## src/design/usb_cdc_control_request_handler_top_macros.svh

```systemverilog
// ----------------------------------------------------------------------------
// Assertion macros for the CDC control request handler
// Shared property wrappers used by the top level.
// ----------------------------------------------------------------------------
`ifndef USB_CDC_CONTROL_REQUEST_HANDLER_TOP_MACROS_SVH
`define USB_CDC_CONTROL_REQUEST_HANDLER_TOP_MACROS_SVH

// implication checked every clock, quiet in reset
`define UCRH_ASSERT(lbl, ante, cons, msg) \
    lbl: assert property (@(posedge clk) disable iff (!rst_n) (ante) |-> (cons)) \
        else $error(msg);

// next-cycle implication
`define UCRH_ASSERT_NEXT(lbl, ante, cons, msg) \
    lbl: assert property (@(posedge clk) disable iff (!rst_n) (ante) |=> (cons)) \
        else $error(msg);

`endif

```

## src/design/ucrh_pkg.sv

```systemverilog
// ----------------------------------------------------------------------------
// ucrh_pkg
// Types, request codes and descriptor tables for the control request handler.
// ----------------------------------------------------------------------------
package ucrh_pkg;

    localparam logic [1:0] KIND_IN     = 2'd0;
    localparam logic [1:0] KIND_STATUS = 2'd1;
    localparam logic [1:0] KIND_STALL  = 2'd2;
    localparam logic [1:0] KIND_RESET  = 2'd3;

    localparam logic [7:0] REQ_GET_STATUS    = 8'h00;
    localparam logic [7:0] REQ_SET_ADDRESS   = 8'h05;
    localparam logic [7:0] REQ_GET_DESC      = 8'h06;
    localparam logic [7:0] REQ_GET_CONFIG    = 8'h08;
    localparam logic [7:0] REQ_SET_CONFIG    = 8'h09;
    localparam logic [7:0] REQ_SET_LINE_CODE = 8'h20;
    localparam logic [7:0] REQ_GET_LINE_CODE = 8'h21;
    localparam logic [7:0] REQ_SET_CTRL_LINE = 8'h22;

    localparam logic [7:0] TYPE_STD_OUT   = 8'h00;
    localparam logic [7:0] TYPE_STD_IN    = 8'h80;
    localparam logic [7:0] TYPE_CLASS_IN  = 8'hA1;
    localparam logic [7:0] TYPE_CLASS_OUT = 8'h21;

    localparam logic [55:0] LINE_CODING_RESET = 56'h0800000000E100;
    localparam int IMAGE_BYTES   = 135;
    localparam int IMAGE_ENTRIES = 5;
    localparam int MAX_RESULTS   = 17;
    localparam int PKT_FIELD_BYTES = 16;

    typedef enum logic [2:0] {
        ST_IDLE,
        ST_SEARCH,
        ST_FILL,
        ST_EMIT,
        ST_SINGLE
    } ucrh_state_t;

    typedef struct packed {
        logic [15:0] value;
        logic [15:0] index;
        logic [15:0] offset;
        logic [7:0]  length;
        logic        valid;
    } ucrh_dir_t;

    function automatic logic [7:0] rom_image(input logic [9:0] a);
        logic [7:0] b;
        case (a)
            10'd0: b = 8'd18;   10'd1: b = 8'd1;    10'd2: b = 8'h00;  10'd3: b = 8'h02;
            10'd4: b = 8'd2;    10'd5: b = 8'd0;    10'd6: b = 8'd0;   10'd7: b = 8'd16;
            10'd8: b = 8'h41;   10'd9: b = 8'h23;   10'd10: b = 8'h41; 10'd11: b = 8'h80;
            10'd12: b = 8'h00;  10'd13: b = 8'h01;  10'd14: b = 8'd1;  10'd15: b = 8'd2;
            10'd16: b = 8'd0;   10'd17: b = 8'd1;
            10'd18: b = 8'd9;   10'd19: b = 8'd2;   10'd20: b = 8'd75; 10'd21: b = 8'd0;
            10'd22: b = 8'd2;   10'd23: b = 8'd1;   10'd24: b = 8'd0;  10'd25: b = 8'h80;
            10'd26: b = 8'hFA;
            10'd27: b = 8'd8;   10'd28: b = 8'h0B;  10'd29: b = 8'd0;  10'd30: b = 8'd2;
            10'd31: b = 8'd2;   10'd32: b = 8'd2;   10'd33: b = 8'd1;  10'd34: b = 8'd0;
            10'd35: b = 8'd9;   10'd36: b = 8'd4;   10'd37: b = 8'd0;  10'd38: b = 8'd0;
            10'd39: b = 8'd1;   10'd40: b = 8'h02;  10'd41: b = 8'h02; 10'd42: b = 8'h00;
            10'd43: b = 8'd0;
            10'd44: b = 8'd5;   10'd45: b = 8'h24;  10'd46: b = 8'h00; 10'd47: b = 8'h10;
            10'd48: b = 8'h01;
            10'd49: b = 8'd5;   10'd50: b = 8'h24;  10'd51: b = 8'h01; 10'd52: b = 8'h01;
            10'd53: b = 8'd1;
            10'd54: b = 8'd4;   10'd55: b = 8'h24;  10'd56: b = 8'h02; 10'd57: b = 8'h06;
            10'd58: b = 8'd5;   10'd59: b = 8'h24;  10'd60: b = 8'h06; 10'd61: b = 8'd0;
            10'd62: b = 8'd1;
            10'd63: b = 8'd7;   10'd64: b = 8'd5;   10'd65: b = 8'h82; 10'd66: b = 8'h03;
            10'd67: b = 8'd16;  10'd68: b = 8'd0;   10'd69: b = 8'd64;
            10'd70: b = 8'd9;   10'd71: b = 8'd4;   10'd72: b = 8'd1;  10'd73: b = 8'd0;
            10'd74: b = 8'd2;   10'd75: b = 8'h0A;  10'd76: b = 8'h00; 10'd77: b = 8'h00;
            10'd78: b = 8'd0;
            10'd79: b = 8'd7;   10'd80: b = 8'd5;   10'd81: b = 8'h03; 10'd82: b = 8'h02;
            10'd83: b = 8'd64;  10'd84: b = 8'd0;   10'd85: b = 8'd0;
            10'd86: b = 8'd7;   10'd87: b = 8'd5;   10'd88: b = 8'h84; 10'd89: b = 8'h02;
            10'd90: b = 8'd64;  10'd91: b = 8'd0;   10'd92: b = 8'd0;
            10'd93: b = 8'd4;   10'd94: b = 8'd3;   10'd95: b = 8'h09; 10'd96: b = 8'h04;
            10'd97: b = 8'd16;  10'd98: b = 8'd3;
            10'd99: b = "G";    10'd101: b = "e";   10'd103: b = "n";  10'd105: b = "e";
            10'd107: b = "r";   10'd109: b = "i";   10'd111: b = "c";
            10'd113: b = 8'd22; 10'd114: b = 8'd3;
            10'd115: b = "C";   10'd117: b = "D";   10'd119: b = "C";  10'd121: b = " ";
            10'd123: b = "S";   10'd125: b = "e";   10'd127: b = "r";  10'd129: b = "i";
            10'd131: b = "a";   10'd133: b = "l";
            default: b = 8'd0;
        endcase
        return b;
    endfunction

    function automatic ucrh_dir_t dir_image(input logic [3:0] i);
        ucrh_dir_t e;
        case (i)
            4'd0: e = '{16'h0100, 16'h0000, 16'd0,   8'd18, 1'b1};
            4'd1: e = '{16'h0200, 16'h0000, 16'd18,  8'd75, 1'b1};
            4'd2: e = '{16'h0300, 16'h0000, 16'd93,  8'd4,  1'b1};
            4'd3: e = '{16'h0301, 16'h0409, 16'd97,  8'd16, 1'b1};
            4'd4: e = '{16'h0302, 16'h0409, 16'd113, 8'd22, 1'b1};
            default: e = '0;
        endcase
        return e;
    endfunction

endpackage

```

## src/design/ucrh_desc_rom.sv

```systemverilog
// ----------------------------------------------------------------------------
// ucrh_desc_rom
// Descriptor byte store, one registered read per cycle.
// ----------------------------------------------------------------------------
module ucrh_desc_rom
    import ucrh_pkg::*;
#(
    parameter int ROM_BYTES        = 256,
    parameter int EP0_PACKET_BYTES = 16
) (
    input  logic                         clk,
    input  logic [$clog2(ROM_BYTES)-1:0] addr,
    output logic [7:0]                   data
);

    // constant contents, read registered; byte 7 of the device descriptor
    // carries the endpoint 0 packet size
    always_ff @(posedge clk)
    begin
        data <= (10'(addr) == 10'd7) ? 8'(EP0_PACKET_BYTES)
              : (10'(addr) < 10'(IMAGE_BYTES)) ? rom_image(10'(addr)) : 8'd0;
    end
endmodule

```

## src/design/usb_cdc_control_request_handler_top.sv

```systemverilog
// Simple requests raise out_valid from ST_SINGLE after acceptance; an unknown
// descriptor walks all DIRECTORY_ENTRIES in ST_SEARCH, then stalls via ST_SINGLE.
// A hit walks entries up to the match, then each packet takes its ROM reads, a
// capture and an emit; output stalls can hold the emit of a packet.
// One request at a time: ready only in idle with no result pending. Reset (rst_n
// low, async) clears address, configuration, line state, restores 57600 8N1.
// ----------------------------------------------------------------------------
// usb_cdc_control_request_handler_top
// Endpoint 0 request decoder with a byte-serial descriptor packetiser.
// ----------------------------------------------------------------------------
module usb_cdc_control_request_handler_top
    import ucrh_pkg::*;
#(
    parameter int EP0_PACKET_BYTES  = 16,
    parameter int ROM_BYTES         = 256,
    parameter int DIRECTORY_ENTRIES = 8
) (
    input  logic        clk,
    input  logic        rst_n,
    input  logic        in_valid,
    output logic        in_ready,
    input  logic        command,
    input  logic [7:0]  setup_type,
    input  logic [7:0]  request_code,
    input  logic [15:0] setup_value,
    input  logic [15:0] setup_index,
    input  logic [15:0] setup_length,
    input  logic [55:0] out_stage_data,
    output logic        out_valid,
    input  logic        out_ready,
    output logic [1:0]  result_kind,
    output logic [63:0] packet_low,
    output logic [63:0] packet_high,
    output logic [4:0]  packet_bytes,
    output logic [6:0]  device_address,
    output logic        address_enabled,
    output logic [7:0]  configuration_value,
    output logic [7:0]  line_state,
    output logic        last
);
`include "usb_cdc_control_request_handler_top_macros.svh"

    localparam int AW = $clog2(ROM_BYTES);
    localparam int DW = $clog2(DIRECTORY_ENTRIES);
    // packet size clamped to 8..16, the width of the packet fields
    localparam int PSZ = (EP0_PACKET_BYTES > PKT_FIELD_BYTES) ? PKT_FIELD_BYTES :
                         ((EP0_PACKET_BYTES < 8) ? 8 : EP0_PACKET_BYTES);

    ucrh_state_t state_reg, state_next;

    logic [7:0]  cfg_reg, cfg_next;
    logic [7:0]  ls_reg, ls_next;
    logic [55:0] lc_reg, lc_next;
    logic [7:0]  addr_reg, addr_next;

    // latched request
    logic [15:0] val_reg, val_next;
    logic [15:0] idx_reg, idx_next;
    logic [7:0]  len_reg, len_next;      // remaining reply bytes
    logic [DW:0] dir_reg, dir_next;      // directory walk counter
    logic [AW-1:0] pos_reg, pos_next;    // ROM read address
    logic [4:0]  bcnt_reg, bcnt_next;    // bytes issued in current packet
    logic [4:0]  n_reg, n_next;          // bytes in current packet
    logic        rd_pend_reg, rd_pend_next;
    logic [4:0]  pkts_reg, pkts_next;
    logic [127:0] asm_reg, asm_next;     // packet being assembled

    // output holding register
    logic        ov_reg, ov_next;
    logic [1:0]  kind_reg, kind_next;
    logic [127:0] pkt_reg, pkt_next;
    logic [4:0]  pb_reg, pb_next;
    logic        last_reg, last_next;

    logic [7:0]  rom_data;
    ucrh_dir_t   dent;

    ucrh_desc_rom #(
        .ROM_BYTES        (ROM_BYTES),
        .EP0_PACKET_BYTES (EP0_PACKET_BYTES)
    ) u_rom (
        .clk  (clk),
        .addr (pos_reg),
        .data (rom_data)
    );

    assign dent = dir_image(4'(dir_reg[DW-1:0]));

    always_ff @(posedge clk or negedge rst_n)
    begin
        if (!rst_n)
        begin
            state_reg   <= ST_IDLE;
            cfg_reg     <= '0;
            ls_reg      <= '0;
            lc_reg      <= LINE_CODING_RESET;
            addr_reg    <= '0;
            ov_reg      <= 1'b0;
            rd_pend_reg <= 1'b0;
        end
        else
        begin
            state_reg   <= state_next;
            cfg_reg     <= cfg_next;
            ls_reg      <= ls_next;
            lc_reg      <= lc_next;
            addr_reg    <= addr_next;
            ov_reg      <= ov_next;
            rd_pend_reg <= rd_pend_next;
        end
    end

    always_ff @(posedge clk)
    begin
        val_reg  <= val_next;
        idx_reg  <= idx_next;
        len_reg  <= len_next;
        dir_reg  <= dir_next;
        pos_reg  <= pos_next;
        bcnt_reg <= bcnt_next;
        n_reg    <= n_next;
        pkts_reg <= pkts_next;
        asm_reg  <= asm_next;
        kind_reg <= kind_next;
        pkt_reg  <= pkt_next;
        pb_reg   <= pb_next;
        last_reg <= last_next;
    end

    always_comb
    begin
        logic [7:0] l;
        logic [3:0] bsel;
        state_next = state_reg;
        cfg_next = cfg_reg; ls_next = ls_reg; lc_next = lc_reg; addr_next = addr_reg;
        val_next = val_reg; idx_next = idx_reg; len_next = len_reg; dir_next = dir_reg;
        pos_next = pos_reg; bcnt_next = bcnt_reg; n_next = n_reg; pkts_next = pkts_reg;
        asm_next = asm_reg;
        rd_pend_next = 1'b0;
        ov_next = ov_reg; kind_next = kind_reg; pkt_next = pkt_reg; pb_next = pb_reg;
        last_next = last_reg;
        in_ready = (state_reg == ST_IDLE) && !ov_reg;
        l = '0;
        bsel = 4'(bcnt_reg - 5'd1);
        if (ov_reg && out_ready)
            ov_next = 1'b0;

        case (state_reg)
            ST_IDLE:
            begin
                if (in_valid && in_ready)
                begin
                    kind_next = KIND_STALL; pkt_next = '0; pb_next = '0; last_next = 1'b1;
                    state_next = ST_SINGLE;
                    if (command)
                    begin
                        cfg_next = '0; ls_next = '0; addr_next = '0;
                        kind_next = KIND_RESET;
                    end
                    else if (request_code == REQ_GET_DESC)
                    begin
                        val_next = setup_value; idx_next = setup_index;
                        len_next = (setup_length > 16'd255) ? 8'd255 : setup_length[7:0];
                        dir_next = '0; pkts_next = '0;
                        state_next = ST_SEARCH;
                    end
                    else if (request_code == REQ_SET_ADDRESS)
                    begin
                        addr_next = {1'b1, setup_value[6:0]};
                        kind_next = KIND_STATUS;
                    end
                    else if (request_code == REQ_GET_STATUS)
                    begin
                        kind_next = KIND_IN; pb_next = 5'd2;
                    end
                    else if (request_code == REQ_SET_CONFIG && setup_type == TYPE_STD_OUT)
                    begin
                        cfg_next = setup_value[7:0]; ls_next = '0; kind_next = KIND_STATUS;
                    end
                    else if (request_code == REQ_GET_CONFIG && setup_type == TYPE_STD_IN)
                    begin
                        kind_next = KIND_IN; pkt_next = {120'd0, cfg_reg}; pb_next = 5'd1;
                    end
                    else if (request_code == REQ_GET_LINE_CODE
                             && setup_type == TYPE_CLASS_IN)
                    begin
                        kind_next = KIND_IN; pkt_next = {72'd0, lc_reg}; pb_next = 5'd7;
                    end
                    else if (request_code == REQ_SET_LINE_CODE
                             && setup_type == TYPE_CLASS_OUT)
                    begin
                        lc_next = out_stage_data; kind_next = KIND_STATUS;
                    end
                    else if (request_code == REQ_SET_CTRL_LINE
                             && setup_type == TYPE_CLASS_OUT)
                    begin
                        ls_next = setup_value[7:0]; kind_next = KIND_STATUS;
                    end
                end
            end
            ST_SINGLE:
            begin
                ov_next = 1'b1;
                state_next = ST_IDLE;
            end
            ST_SEARCH:
            begin
                if (dir_reg == (DW + 1)'(DIRECTORY_ENTRIES))
                begin
                    kind_next = KIND_STALL; pkt_next = '0; pb_next = '0; last_next = 1'b1;
                    state_next = ST_SINGLE;
                end
                else if (dent.valid && dent.value == val_reg && dent.index == idx_reg)
                begin
                    l = (len_reg > dent.length) ? dent.length : len_reg;
                    len_next = l;
                    pos_next = dent.offset[AW-1:0];
                    n_next = (l < 8'(PSZ)) ? l[4:0] : 5'(PSZ);
                    bcnt_next = '0; asm_next = '0;
                    state_next = ST_FILL;
                end
                else
                    dir_next = dir_reg + 1'b1;
            end
            ST_FILL:
            begin
                // issue a read per cycle, capture it in the following cycle
                if (rd_pend_reg)
                    asm_next[{bsel, 3'b000} +: 8] = rom_data;
                if (bcnt_reg < n_reg)
                begin
                    pos_next = pos_reg + 1'b1;
                    rd_pend_next = 1'b1;
                    bcnt_next = bcnt_reg + 5'd1;
                end
                else if (!ov_reg || out_ready)
                begin
                    kind_next = KIND_IN; pb_next = n_reg; pkt_next = asm_next;
                    len_next = len_reg - 8'(n_reg);
                    pkts_next = pkts_reg + 5'd1;
                    last_next = !((len_reg != 8'(n_reg) || n_reg == 5'(PSZ))
                                  && (pkts_reg + 5'd1 < 5'(MAX_RESULTS)));
                    ov_next = 1'b1;
                    state_next = ST_EMIT;
                end
            end
            ST_EMIT:
            begin
                if (last_reg)
                    state_next = ST_IDLE;
                else
                begin
                    n_next = (len_reg < 8'(PSZ)) ? len_reg[4:0] : 5'(PSZ);
                    bcnt_next = '0; asm_next = '0;
                    state_next = ST_FILL;
                end
            end
            default: state_next = ST_IDLE;
        endcase
    end

    // every issued read advances the ROM address, so it ends on the next packet's first byte
    assign out_valid           = ov_reg;
    assign result_kind         = kind_reg;
    assign packet_low          = pkt_reg[63:0];
    assign packet_high         = pkt_reg[127:64];
    assign packet_bytes        = pb_reg;
    assign device_address      = addr_reg[6:0];
    assign address_enabled     = addr_reg[7];
    assign configuration_value = cfg_reg;
    assign line_state          = ls_reg;
    assign last                = last_reg;

    `UCRH_ASSERT(a_busy_no_ready, state_reg != ST_IDLE, !in_ready, "ready while busy")
    `UCRH_ASSERT(a_bytes_range, out_valid, packet_bytes <= 5'(PSZ), "packet too long")
    `UCRH_ASSERT(a_non_in_empty, out_valid && result_kind != KIND_IN,
                 packet_bytes == 5'd0 && last, "non-IN result malformed")
endmodule
```

## config.mk

```make
export PLATFORM = sky130hd
export DESIGN_NAME = usb_cdc_control_request_handler_top
export DESIGN_NICKNAME = d
export VERILOG_FILES = /design/src/design/ucrh_pkg.sv /design/src/design/ucrh_desc_rom.sv /design/src/design/usb_cdc_control_request_handler_top.sv
export VERILOG_INCLUDE_DIRS = /design/src /design/src/design
export SDC_FILE = /design/constraint.sdc
export NUM_CORES = 1
export LEC_CHECK = 0
export BUFFER_PORTS_ARGS = -buffer_cell sky130_fd_sc_hd__buf_2
export CAP_MARGIN = 20
export CORE_ASPECT_RATIO = 2
export CORE_UTILIZATION = 40
export DETAILED_ROUTE_END_ITERATION = 7
export PLACE_DENSITY_LB_ADDON = 0.15
export SETUP_SLACK_MARGIN = 0.4
export SLEW_MARGIN = 30
export SYNTH_ARGS = -nofsm -noshare
export SYNTH_HDL_FRONTEND = slang
export SYNTH_HIERARCHICAL = 1
export SYNTH_SLANG_ARGS = --single-unit
export TNS_END_PERCENT = 1
```

## constraint.sdc

```tcl
create_clock -name clk -period 14.5 [get_ports clk]
set_input_delay 4.35 -clock clk [delete_from_list [all_inputs] [get_ports clk]]
set_output_delay 4.35 -clock clk [all_outputs]
set_load 0.005 [all_outputs]
```

==> reports/summary.txt, run 1 <==
====================================================================================
Result of the run .....................................................    completed
Area taken by multi-input logic gates .................................    8210 um^2
Cells after Synth .....................................................         1708
Number of antenna violations at the first check in global routing .....            3
Die X .................................................................       164 um
Minimum setup slack in the final design ...............................      8090 ps
Vias in the first global route ........................................        14800
Routed metal-1 wire length ............................................      21.1 mm
Aggregate negative setup slack ........................................         0 ps
Distinct cell type count of the synthesized netlist ...................           95
Clock root buffer .....................................................    clkbuf_16
Largest voltage drop on the vdd net ...................................   0.000111 V
Critical-path maximum fanout ..........................................           33
Required @ worst endpoint .............................................     14940 ps
Wire length on met2 ...................................................      34.1 mm
Most frequent cell after synthesis ....................................     edfxtp_1
Top cell type's share of synthesized area .............................        47.2%
Share of flip-flops with an asynchronous set or reset after synthesis .        20.0%
Vias/cell .............................................................         5.66
Kind of critical path .................................................    in -> reg
Path category of the worst min-delay check ............................   reg -> reg
Total clock sinks .....................................................          424
Max Slew Vio Count ....................................................            0
Fraction of layout instances using a drive strength above 1 ...........        24.9%
Ports placed on the boundary ..........................................          287
Clock tree from TritonCTS .............................................          yes
Buffers from clock root to sink, at most ..............................            3
Number of flip-flops and latches in the synthesized netlist ...........          424
Aggregate global routing overflow .....................................            0
Post-synthesis area per instance ......................................    12.3 um^2
Fillcell total ........................................................         4749
Antenna-violating nets left ...........................................            0
Clock transition at the registers of the reported paths ...............        60 ps
Critical Path Sink Type ...............................................    flip-flop
Max Cap Viol ..........................................................            0
Power density relative to cell area ...................................  118 nW/um^2
Height of the chip ....................................................       327 um
Sequential area share after synthesis .................................        58.1%
Placeable Area ........................................................   51800 um^2
Relative area change from synthesis to final layout ...................        15.9%
Cell Area, Synth ......................................................   21100 um^2
Actual slew at the worst max-slew pin .................................       971 ps
Remaining max-slew budget at the tightest pin .........................        35.3%
Floorplan die area ....................................................   53700 um^2
Most instantiated cells after synthesis ............................... edfxtp_1 (331), nand2_1 (184), mux2i_1 (141), a21oi_1 (86), dfrtp_1 (80)
Nets@finish ...........................................................         2111
Final period util .....................................................        44.2%
Achievable frequency ..................................................      156 MHz
Worst setup SP type ...................................................    input pin
Number of vias after detailed routing .................................        14900
Detailed-route DRC error count ........................................            0
Number of I/O port buffers ............................................          286
Global placer's final weighted congestion .............................        0.894
Synth area leaders .................................................... edfxtp_1 (47%), dfrtp_1 (9.5%), mux2i_1 (6.7%)
Met3 routed wirelength ................................................      2.66 mm
Length of the first detailed-routing pass in iterations ...............            5
Number of warnings reported in the yosys synthesis log ................            6
Overall fraction of global-route tracks in use ........................        22.4%
Site Rows .............................................................          118
Postcts setup bufs ....................................................            0
Number of gates given a new drive strength after cts ..................            0
Post-synth top flop ...................................................     edfxtp_1
Wire length reported by the detailed router ...........................      60.6 mm
Worst-case clock skew .................................................      25.3 ps
Global-route wire length before repair ................................      90.0 mm
Data arrival time of the critical path ................................      6850 ps
Number of synthesized flops with an enable pin ........................          331
Unrepaired setup endpoints after global routing .......................        false
Final standard cell utilization of the core ...........................        47.1%
Sequential cell area in the final layout ..............................   12200 um^2
Violation count after the first detailed-route iteration ..............         1072
Number of failing setup endpoints in the final timing report ..........            0
Post-layout min period ................................................      6410 ps
Hold Fails Final Rpt ..................................................            0
Synthesized Nets ......................................................         1872
Clock insertion delay at the later pin of the skew report .............       580 ps
Hold bufs inserted after CTS ..........................................            0
Largest area contributor in the synthesized netlist ...................     edfxtp_1
H-tree levels .........................................................            2
Leak Pwr ..............................................................      10.7 nW
Setup slack at placement ..............................................      7540 ps
Estimated wirelength of the detail-placed design ......................      43.6 mm
Largest net degree at the start of global routing .....................           82
Top layer reached by signal wires .....................................         met5
CTS Buf Count .........................................................           41
Average wire per cell in the routed design ............................      22.9 um
Initial core utilization ..............................................        40.7%
====================================================================================
critical path, stage by stage:
cell and delay [ps]:
buf_2 170, or4_4 590, nor4_4 200, nand3_1 120, or4_4 750, buf_12 300, mux2_4 320
path summary, 6_finish.rpt:
check	startpoint	endpoint	slack, ps	cells past startpoint
max	request_code[2]	lc_reg[47]$_DFFE_PN0P_	8090	7
min	lc_reg[2]$_DFFE_PN0P_	lc_reg[2]$_DFFE_PN0P_	500	1
max reg2reg	bcnt_reg[0]$_SDFFCE_PN0P_	pkt_reg[103]$_DFFE_PP_	9990	6
min reg2reg	lc_reg[2]$_DFFE_PN0P_	lc_reg[2]$_DFFE_PN0P_	500	1
max in group asynchronous	rst_n	addr_reg[2]$_DFFE_PN0P_	9890	2
min in group asynchronous	rst_n	lc_reg[19]$_DFFE_PN0P_	3660	1
placed cells by master (no fill, tap or decap), types with 19 or more instances in the layout:
| cell type | Yosys | routed |
|---|---|---|
| mux2i_1 | 141 | 141 |
| buf_4 | 6 | 22 |
| and3_1 | 20 | 20 |
| nor4_1 | 19 | 19 |
| a21oi_1 | 86 | 85 |
| or2_2 | 23 | 23 |
| a21o_1 | 39 | 39 |
| mux2_2 | 20 | 20 |
| nor2b_1 | 19 | 19 |
| nand2b_1 | 21 | 21 |
| a211o_1 | 22 | 22 |
| nand2_1 | 184 | 184 |
| ha_1 | 38 | 38 |
| nor3_1 | 35 | 35 |
| dfrtp_1 | 80 | 80 |
| nor2_1 | 47 | 47 |
| buf_2 | 27 | 285 |
| o31ai_1 | 21 | 21 |
| edfxtp_1 | 331 | 331 |
| clkbuf_16 | 0 | 43 |
| o21ai_0 | 64 | 64 |
| inv_1 | 26 | 25 |
| nand3_1 | 77 | 75 |
| mux2_4 | 40 | 40 |
kinds of logic (layout without fill, tap and decap cells):
family                   count (synthesis)  after routing  share of synthesized area, %
multiplexers                           213            213                          11.3
AO/OA/AOI/OAI                          336            336                          10.8
XOR/XNOR                                24             24                          1.03
buffers and inverters                  142            414                          3.24
flip-flops                             424            424                          58.1
adder cells (fa/ha/maj)                 40             40                          2.40
other                                    0              1                             0
AND/OR/NAND/NOR                        529            529                          13.2
where the power goes:
part	leakage [nW]	internal, mW	switching, mW
registers	4.62	1.44	0.0553
clock network	0.693	0.642	0.484
logic	5.43	0.109	0.155
through the flow:
stage               area [um^2]  hold WS (ps)  power (mW)  std cells
floorplan                 21100           465        1.63       1708
global placement          23000           475        1.79       2563
detailed placement        23000           486        1.79       2564
CTS                       24400           500        2.92       2640
global route              24400           506        2.98       2641
finish                    24400           497        2.89       2641
cell type report:
type	count	share of cell area, %
Antenna cell	1	0.0102
Clock buffer	59	4.98
Clock inverter	17	0.773
Inverter	27	0.415
Multi-Input combinational cell	1142	33.6
Sequential cell	424	50.1
Tap cell	660	3.38
Timing Repair Buffer	311	6.74
metal layers:
layer / track usage (%) / up-vias
li1: - / 6943
met1: 23.1 / 7384
met2: 43.5 / 489
met3: 3.02 / 129
met4: 10.2 / 4
met5: 0 / -
Note: power is estimated with default switching activity, not from simulation.
==> run 2: changes to the inputs <==
--- a/config.mk
+++ b/config.mk
@@ -6,6 +6,7 @@
 export SDC_FILE = /design/constraint.sdc
 export NUM_CORES = 1
 export LEC_CHECK = 0
+export ABC_AREA = 1
 export BUFFER_PORTS_ARGS = -buffer_cell sky130_fd_sc_hd__buf_2
 export CAP_MARGIN = 20
 export CORE_ASPECT_RATIO = 2
==> constraint.sdc (replaced) <==
create_clock -name clk -period 6.6 [get_ports clk]
set_input_delay 1.98 -clock clk [delete_from_list [all_inputs] [get_ports clk]]
set_output_delay 1.98 -clock clk [all_outputs]
set_load 0.005 [all_outputs]
==> reports/summary.txt, run 2 <==
=====================================================================================
Leak Pwr ...............................................................      11.3 nW   +5.0%
Most frequent standard cell in the layout excluding fill and tap cells .      nand2_1
Number of vias after detailed routing ..................................        17000   +14%
Average wire per cell in the routed design .............................      19.7 um   -14%
Nets@finish ............................................................         2763   +31%
Max Cap Viol ...........................................................            0   unchanged
Number of flip-flops and latches in the synthesized netlist ............          424   unchanged
Most frequent cell after synthesis .....................................      nand2_1
Total clock sinks ......................................................          424   unchanged
Unrepaired setup endpoints after global routing ........................        false
Number of gates given a new drive strength after cts ...................            0   unchanged
Largest voltage drop on the vdd net ....................................   0.000263 V   +140%
Worst-case clock skew ..................................................      33.1 ps   +7.86 ps
Fraction of layout instances using a drive strength above 1 ............        16.4%   -8.5 points
Aggregate global routing overflow ......................................            0   unchanged
Hold bufs inserted after CTS ...........................................            0   unchanged
Final period util ......................................................        56.1%
Post-synthesis area per instance .......................................    8.97 um^2   -27%
Top cell type's share of synthesized area ..............................        47.2%   +0.076 points
Violation count after the first detailed-route iteration ...............         1377   +28%
Required @ worst endpoint ..............................................      6890 ps   -8050 ps
Global-route wire length before repair .................................      98.0 mm   +8.9%
Clock root buffer ......................................................    clkbuf_16
Detailed-route DRC error count .........................................            0   unchanged
Die X ..................................................................       164 um   about the same
Cell Area, Synth .......................................................   21000 um^2   -0.16%
Path category of the worst min-delay check .............................   reg -> reg
Number of placed instances, taps included ..............................         3217   +25%
Achievable frequency ...................................................      270 MHz
Number of I/O port buffers .............................................          286   unchanged
Data arrival time of the critical path .................................      3990 ps   -2860 ps
Worst setup SP type ....................................................    input pin
Buffers from clock root to sink, at most ...............................            3   unchanged
Distinct cell type count of the synthesized netlist ....................           49   -48%
H-tree levels ..........................................................            2   unchanged
Post-layout min period .................................................      3700 ps
Cells after Synth ......................................................         2345   +37%
Number of failing setup endpoints in the final timing report ...........            0   unchanged
Clock tree from TritonCTS ..............................................          yes
Ports placed on the boundary ...........................................          287   unchanged
Largest area contributor in the synthesized netlist ....................     edfxtp_1
Most frequent cells in the layout ...................................... nand2_1 (572), edfxtp_1 (331), buf_2 (285), nand3_1 (279), nor2_1 (263)
Critical-path maximum fanout ...........................................           58   +76%
Synth area leaders ..................................................... edfxtp_1 (47%), nand2_1 (10%), dfrtp_1 (9.5%)
Critical Path Sink Type ................................................    flip-flop
Remaining max-slew budget at the tightest pin ..........................        39.7%   +4.5 points
Vias in the first global route .........................................        16900   +14%
Postcts setup bufs .....................................................            0   unchanged
CTS Buf Count ..........................................................           40   -2.4%
Tot Pwr ................................................................      10.7 mW   +270%
Overall fraction of global-route tracks in use .........................        24.3%   +1.9 points
Floorplan die area .....................................................   53600 um^2   -0.16%
Clock transition at the registers of the reported paths ................        60 ps   about the same
Site Rows ..............................................................          118   unchanged
Initial core utilization ...............................................        40.6%   -0.065 points
Number of diodes added for antenna fixing ..............................            0   -1
Vias/cell ..............................................................         5.17   -8.7%
Wire length reported by the detailed router ............................      64.7 mm   +6.9%
Number of synthesized flops with an enable pin .........................          331   unchanged
Result of the run ......................................................    completed
Actual slew at the worst max-slew pin ..................................       901 ps   -70.5 ps
Setup slack at placement ...............................................      2280 ps   -5260 ps
Number of warnings reported in the yosys synthesis log .................            6   unchanged
Number of antenna violations at the first check in global routing ......            0   -3
Relative area change from synthesis to final layout ....................        15.9%   about the same
Post-route non-filler standard cell count ..............................         3291   +25%
Share of flip-flops with an asynchronous set or reset after synthesis ..        20.0%   unchanged
Max Slew Vio Count .....................................................            0   unchanged
Synthesized Nets .......................................................         2509   +34%
Height of the chip .....................................................       326 um   about the same
Most instantiated cells after synthesis ................................ nand2_1 (573), edfxtp_1 (331), nand3_1 (279), nor2_1 (266), inv_1 (248)
Power density relative to cell area ....................................  438 nW/um^2   +270%
Antenna-violating nets left ............................................            0   unchanged
Minimum setup slack in the final design ................................      2900 ps   -5190 ps
Sequential area share after synthesis ..................................        58.1%   +0.093 points
Final standard cell utilization of the core ............................        47.0%   -0.089 points
Length of the first detailed-routing pass in iterations ................            5   unchanged
Kind of critical path ..................................................    in -> reg
Global placer's final weighted congestion ..............................        0.861   -3.7%
Largest net degree at the start of global routing ......................          129   +57%
Clock insertion delay at the later pin of the skew report ..............       580 ps   about the same
Post-synth top flop ....................................................     edfxtp_1
Placeable Area .........................................................   51800 um^2   unchanged
Estimated wirelength of the detail-placed design .......................      47.7 mm   +9.4%
Hold Fails Final Rpt ...................................................            0   unchanged
=====================================================================================
==> run 2: cell count changes after synthesis, moves of 39 or more <==
cell / change
a21o_1: -39
a21oi_1: +43
inv_1: +222
mux2_4: -40
mux2i_1: -141
nand2_1: +389
nand3_1: +202
nor2_1: +219
o21ai_0: +67
==> run 2: critical path, stage by stage <==
cell and delay [ps]:
buf_2 100, inv_1 100, nand2_1 100, clkinv_1 50, buf_4 480, nand4_1 320, nand2_1 220, nor2_4 50
buf_4 320, nand3_1 130, o21ai_0 100
==> run 2: kinds of logic (layout without fill, tap and decap cells) <==
group / count (synthesis) / after routing / share of synthesized area (%)
flops: 424 / 424 / 58.1
buf+inv: 361 / 647 / 7.21
compound gates: 308 / 308 / 7.54
simple gates: 1206 / 1206 / 24.4
xor+xnor: 7 / 7 / 0.291
fa+ha+maj: 39 / 39 / 2.36
==> run 2: worst paths after layout <==
path / startpoint / to / slack, ps / cells after the start
setup / recovery: request_code[0] / pkt_reg[26]$_DFFE_PP_ / 2900 / 11
hold / removal: lc_reg[8]$_DFFE_PN1P_ / lc_reg[8]$_DFFE_PN1P_ / 460 / 2
setup reg to reg: bcnt_reg[0]$_SDFFCE_PN0P_ / pkt_reg[65]$_DFFE_PP_ / 3160 / 12
hold reg to reg: lc_reg[8]$_DFFE_PN1P_ / lc_reg[8]$_DFFE_PN1P_ / 460 / 2
max in group asynchronous: rst_n / line_state[4]$_DFFE_PN0P_ / 4400 / 2
min in group asynchronous: rst_n / lc_reg[54]$_DFFE_PN0P_ / 1210 / 1
==> run 2: routing by layer <==
layer / global-route usage, % / vias to the layer above / routed length, um
li1: - / 8314 / -
met1: 25.9 / 8066 / 22800
met2: 45.7 / 504 / 35500
met3: 3.28 / 132 / 2990
met4: 12.2 / 0 / 3410
met5: 0 / - / 0
==> run 2: cell type report <==
cell class | count | area (um^2)
Tap cell | 660 | 826
Inverter | 269 | 1030
Sequential cell | 424 | 12200
Fill cell | 5089 | 27400
Clock inverter | 13 | 181
Timing Repair Buffer | 304 | 1610
Clock buffer | 61 | 1150
Multi-Input combinational cell | 1560 | 7350
==> run 2: stage by stage <==
| stage | hold slack, ps | TNS, ps | area, um^2 |
|---|---|---|---|
| 6_report | 463 | 0 | 24400 |
| 5_1_grt | 481 | 0 | 24400 |
| 4_1_cts | 463 | 0 | 24400 |
| 3_5_place_dp | 454 | 0 | 23000 |
| 3_3_place_gp | 451 | 0 | 23000 |
| 2_1_floorplan | 442 | -106230 | 21000 |
==> run 2: report_power, final <==
part           switching, mW  internal (mW)  total (mW)
sequential             0.496           4.14        4.63
clock                   1.04           1.34        2.38
combinational           2.55           1.10        3.65
total                   4.09           6.57        10.7
==> run 3: changes to the inputs <==
==> constraint.sdc (replaced) <==
create_clock -name clk -period 3.04 [get_ports clk]
set_input_delay 0.912 -clock clk [delete_from_list [all_inputs] [get_ports clk]]
set_output_delay 0.912 -clock clk [all_outputs]
set_load 0.005 [all_outputs]
==> reports/summary.txt, run 3 (same netlist as run 2, synthesis figures left out) <==
=====================================================================================
Clock insertion delay at the later pin of the skew report ..............       570 ps   about the same
Relative area change from synthesis to final layout ....................        18.9%
Worst-case clock skew ..................................................      26.0 ps   -7.10 ps
Largest voltage drop on the vdd net ....................................   0.000530 V   +100%
Clock tree from TritonCTS ..............................................          yes
Power density relative to cell area ....................................  950 nW/um^2   +120%
Sequential cell area in the final layout ...............................   12200 um^2   unchanged
Average wire per cell in the routed design .............................      20.2 um   +2.7%
Height of the chip .....................................................       326 um   unchanged
Fillcell total .........................................................         5015   -1.5%
Buffers from clock root to sink, at most ...............................            3   unchanged
Most frequent standard cell in the layout excluding fill and tap cells .      nand2_1
Final period util ......................................................        86.4%
Largest net degree at the start of global routing ......................          110   -15%
H-tree levels ..........................................................            2   unchanged
Critical-path maximum fanout ...........................................           41   -29%
Post-layout min period .................................................      2630 ps
Max Cap Viol ...........................................................            0   unchanged
Number of diodes added for antenna fixing ..............................            0   unchanged
Tot Pwr ................................................................      23.8 mW   +120%
Detailed-route DRC error count .........................................            0   unchanged
Reg power frac .........................................................        42.3%   -1.1 points
Required @ worst endpoint ..............................................      3300 ps   -3590 ps
Actual slew at the worst max-slew pin ..................................       833 ps   -67.3 ps
CTS Buf Count ..........................................................           42   +5.0%
Global placer's final weighted congestion ..............................        0.972   +13%
Length of the first detailed-routing pass in iterations ................            6   +1
Most frequent cells in the layout ...................................... nand2_1 (567), edfxtp_1 (331), buf_2 (285), nand3_1 (278), nor2_1 (260)
Switching share of power ...............................................        38.6%   +0.21 points
Ports placed on the boundary ...........................................          287   unchanged
Leak Pwr ...............................................................      11.6 nW   +2.5%
Floorplan die area .....................................................   53600 um^2   unchanged
Estimated wirelength of the detail-placed design .......................      50.7 mm   +6.4%
Antenna-violating nets left ............................................            0   unchanged
Worst flop-to-flop path endpoint ....................................... asm_reg[18]$_SDFFCE_PN0P_
Number of failing setup endpoints in the final timing report ...........            0   unchanged
Remaining max-slew budget at the tightest pin ..........................        44.1%   +4.3 points
Clock transition at the registers of the reported paths ................        60 ps   about the same
Worst setup SP type ....................................................    flip-flop
Aggregate global routing overflow ......................................            0   unchanged
Fraction of layout instances using a drive strength above 1 ............        19.0%   +2.6 points
Vias/cell ..............................................................         5.19   +0.34%
Clock root buffer ......................................................    clkbuf_16
Wire length reported by the detailed router ............................      67.6 mm   +4.4%
Path category of the worst min-delay check .............................  in -> async
Hold Fails Final Rpt ...................................................            0   unchanged
Relative contribution of the clock network to total power ..............        21.8%   -0.5 points
Data arrival time of the critical path .................................      2890 ps   -1100 ps
R2R Path Start ......................................................... dir_reg[0]$_SDFFCE_PN0P_
Worst setup slack for register-to-register paths .......................       410 ps   -2750 ps
Worst reg2reg path depth ...............................................           13   +1
Die X ..................................................................       164 um   unchanged
Overall fraction of global-route tracks in use .........................        25.2%   +0.87 points
Total clock sinks ......................................................          424   unchanged
Share of power burned in combinational logic ...........................        36.0%   +1.8 points
Critical Path Sink Type ................................................    flip-flop
Placeable Area .........................................................   51800 um^2   unchanged
Setup slack at placement ...............................................       150 ps   -2130 ps
Global-route wire length before repair .................................       100 mm   +2.5%
Number of I/O port buffers .............................................          286   unchanged
Kind of critical path ..................................................   reg -> reg
Max Slew Vio Count .....................................................            0   unchanged
Site Rows ..............................................................          118   unchanged
Minimum setup slack in the final design ................................       412 ps   -2490 ps
Result of the run ......................................................    completed
Vias in the first global route .........................................        17300   +2.4%
Area taken by multi-input logic gates ..................................    7430 um^2   +1.1%
Number of antenna violations at the first check in global routing ......            0   unchanged
Number of vias after detailed routing ..................................        17400   +2.1%
Unrepaired setup endpoints after global routing ........................         true
Aggregate negative setup slack .........................................         0 ps   unchanged
Achievable frequency ...................................................      381 MHz
Violation count after the first detailed-route iteration ...............         1413   +2.6%
Net switching power ....................................................      9.17 mW   +120%
Initial core utilization ...............................................        40.6%   unchanged
Nets@finish ............................................................         2819   +2.0%
Cell-internal power ....................................................      14.6 mW   +120%
=====================================================================================
run 3: cell count changes in the layout (fill, tap and decap cells not counted), sizes merged:
| cell | previous run | this run |
|---|---|---|
| buf | 304 | 357 |
| bufinv | 3 | 2 |
| clkbuf | 61 | 55 |
| clkinv | 12 | 20 |
| clkinvlp | 0 | 2 |
| nor2 | 278 | 279 |
run 3: timing repair:
action                     4_1_cts  5_1_grt
hold buffers                     0        0
gates cloned                     0        1
setup endpoints to repair      185      533
resized for setup                4       32
buffers inserted                 0       11
pin swaps                        0        6
run 3: per-layer routing:
metal	routed length (um)	track usage, %
met3	3130	3.63
met5	0	0
met4	3570	13.0
met2	38100	49.5
met1	22800	24.6
run 3: critical path, stage by stage (launching register included):
cell and delay [ps]:
edfxtp_1 480, ha_1 260, ha_1 200, nand2_1 70, nand3_1 60, nor2_1 140, nand2_1 80, nor2_1 130
nand2_1 90, nand2_1 80, nand2_1 140, nor2_4 140, buf_12 170, buf_12 240
run 3: cell type report:
cell class | count | area share (%)
well taps | 660 | 3.30
inverters | 269 | 4.13
multi-input cells | 1561 | 29.7
flip-flops and latches | 424 | 48.9
repair buffers | 357 | 8.58
clock inverters | 22 | 0.800
clock buffers | 55 | 4.56
run 3: how the worst max path moves through the flow:
| stage | slack, ps | to | startpoint | cells past startpoint |
|---|---|---|---|---|
| after floorplan | -1840 | last$_SDFFCE_PN1P_ | bcnt_reg[2]$_SDFFCE_PN0P_ | 7 |
| after detailed placement | 150 | lc_reg[22]$_DFFE_PN0P_ | request_code[3] | 9 |
| final | 410 | asm_reg[18]$_SDFFCE_PN0P_ | dir_reg[0]$_SDFFCE_PN0P_ | 13 |
| after CTS | 320 | pkt_reg[124]$_DFFE_PP_ | bcnt_reg[1]$_SDFFCE_PN0P_ | 13 |
| after global routing | 240 | asm_reg[0]$_SDFFCE_PN0P_ | dir_reg[0]$_SDFFCE_PN0P_ | 13 |
| after global placement | 220 | lc_reg[22]$_DFFE_PN0P_ | request_code[3] | 9 |
run 3: per-stage QoR:
stage / instance area (um^2) / instances / utilization [%] / hold WS, ps
CTS: 24800 / 3336 / 47.9 / 283
global route: 25000 / 3348 / 48.3 / 292
global placement: 23500 / 3259 / 45.3 / 454
finish: 25000 / 3348 / 48.3 / 276
floorplan: 21100 / 2345 / - / 442
detailed placement: 23500 / 3259 / 45.3 / 459
run 3: power groups by stage:
stage,registers [mW],clock network (mW),logic (mW)
6_report,10.0,5.17,8.55
5_1_grt,10.3,5.49,9.49
4_1_cts,10.1,5.31,8.39
3_5_place_dp,10.2,0,8.34
3_3_place_gp,10.1,0,8.29
2_1_floorplan,9.83,0,4.68
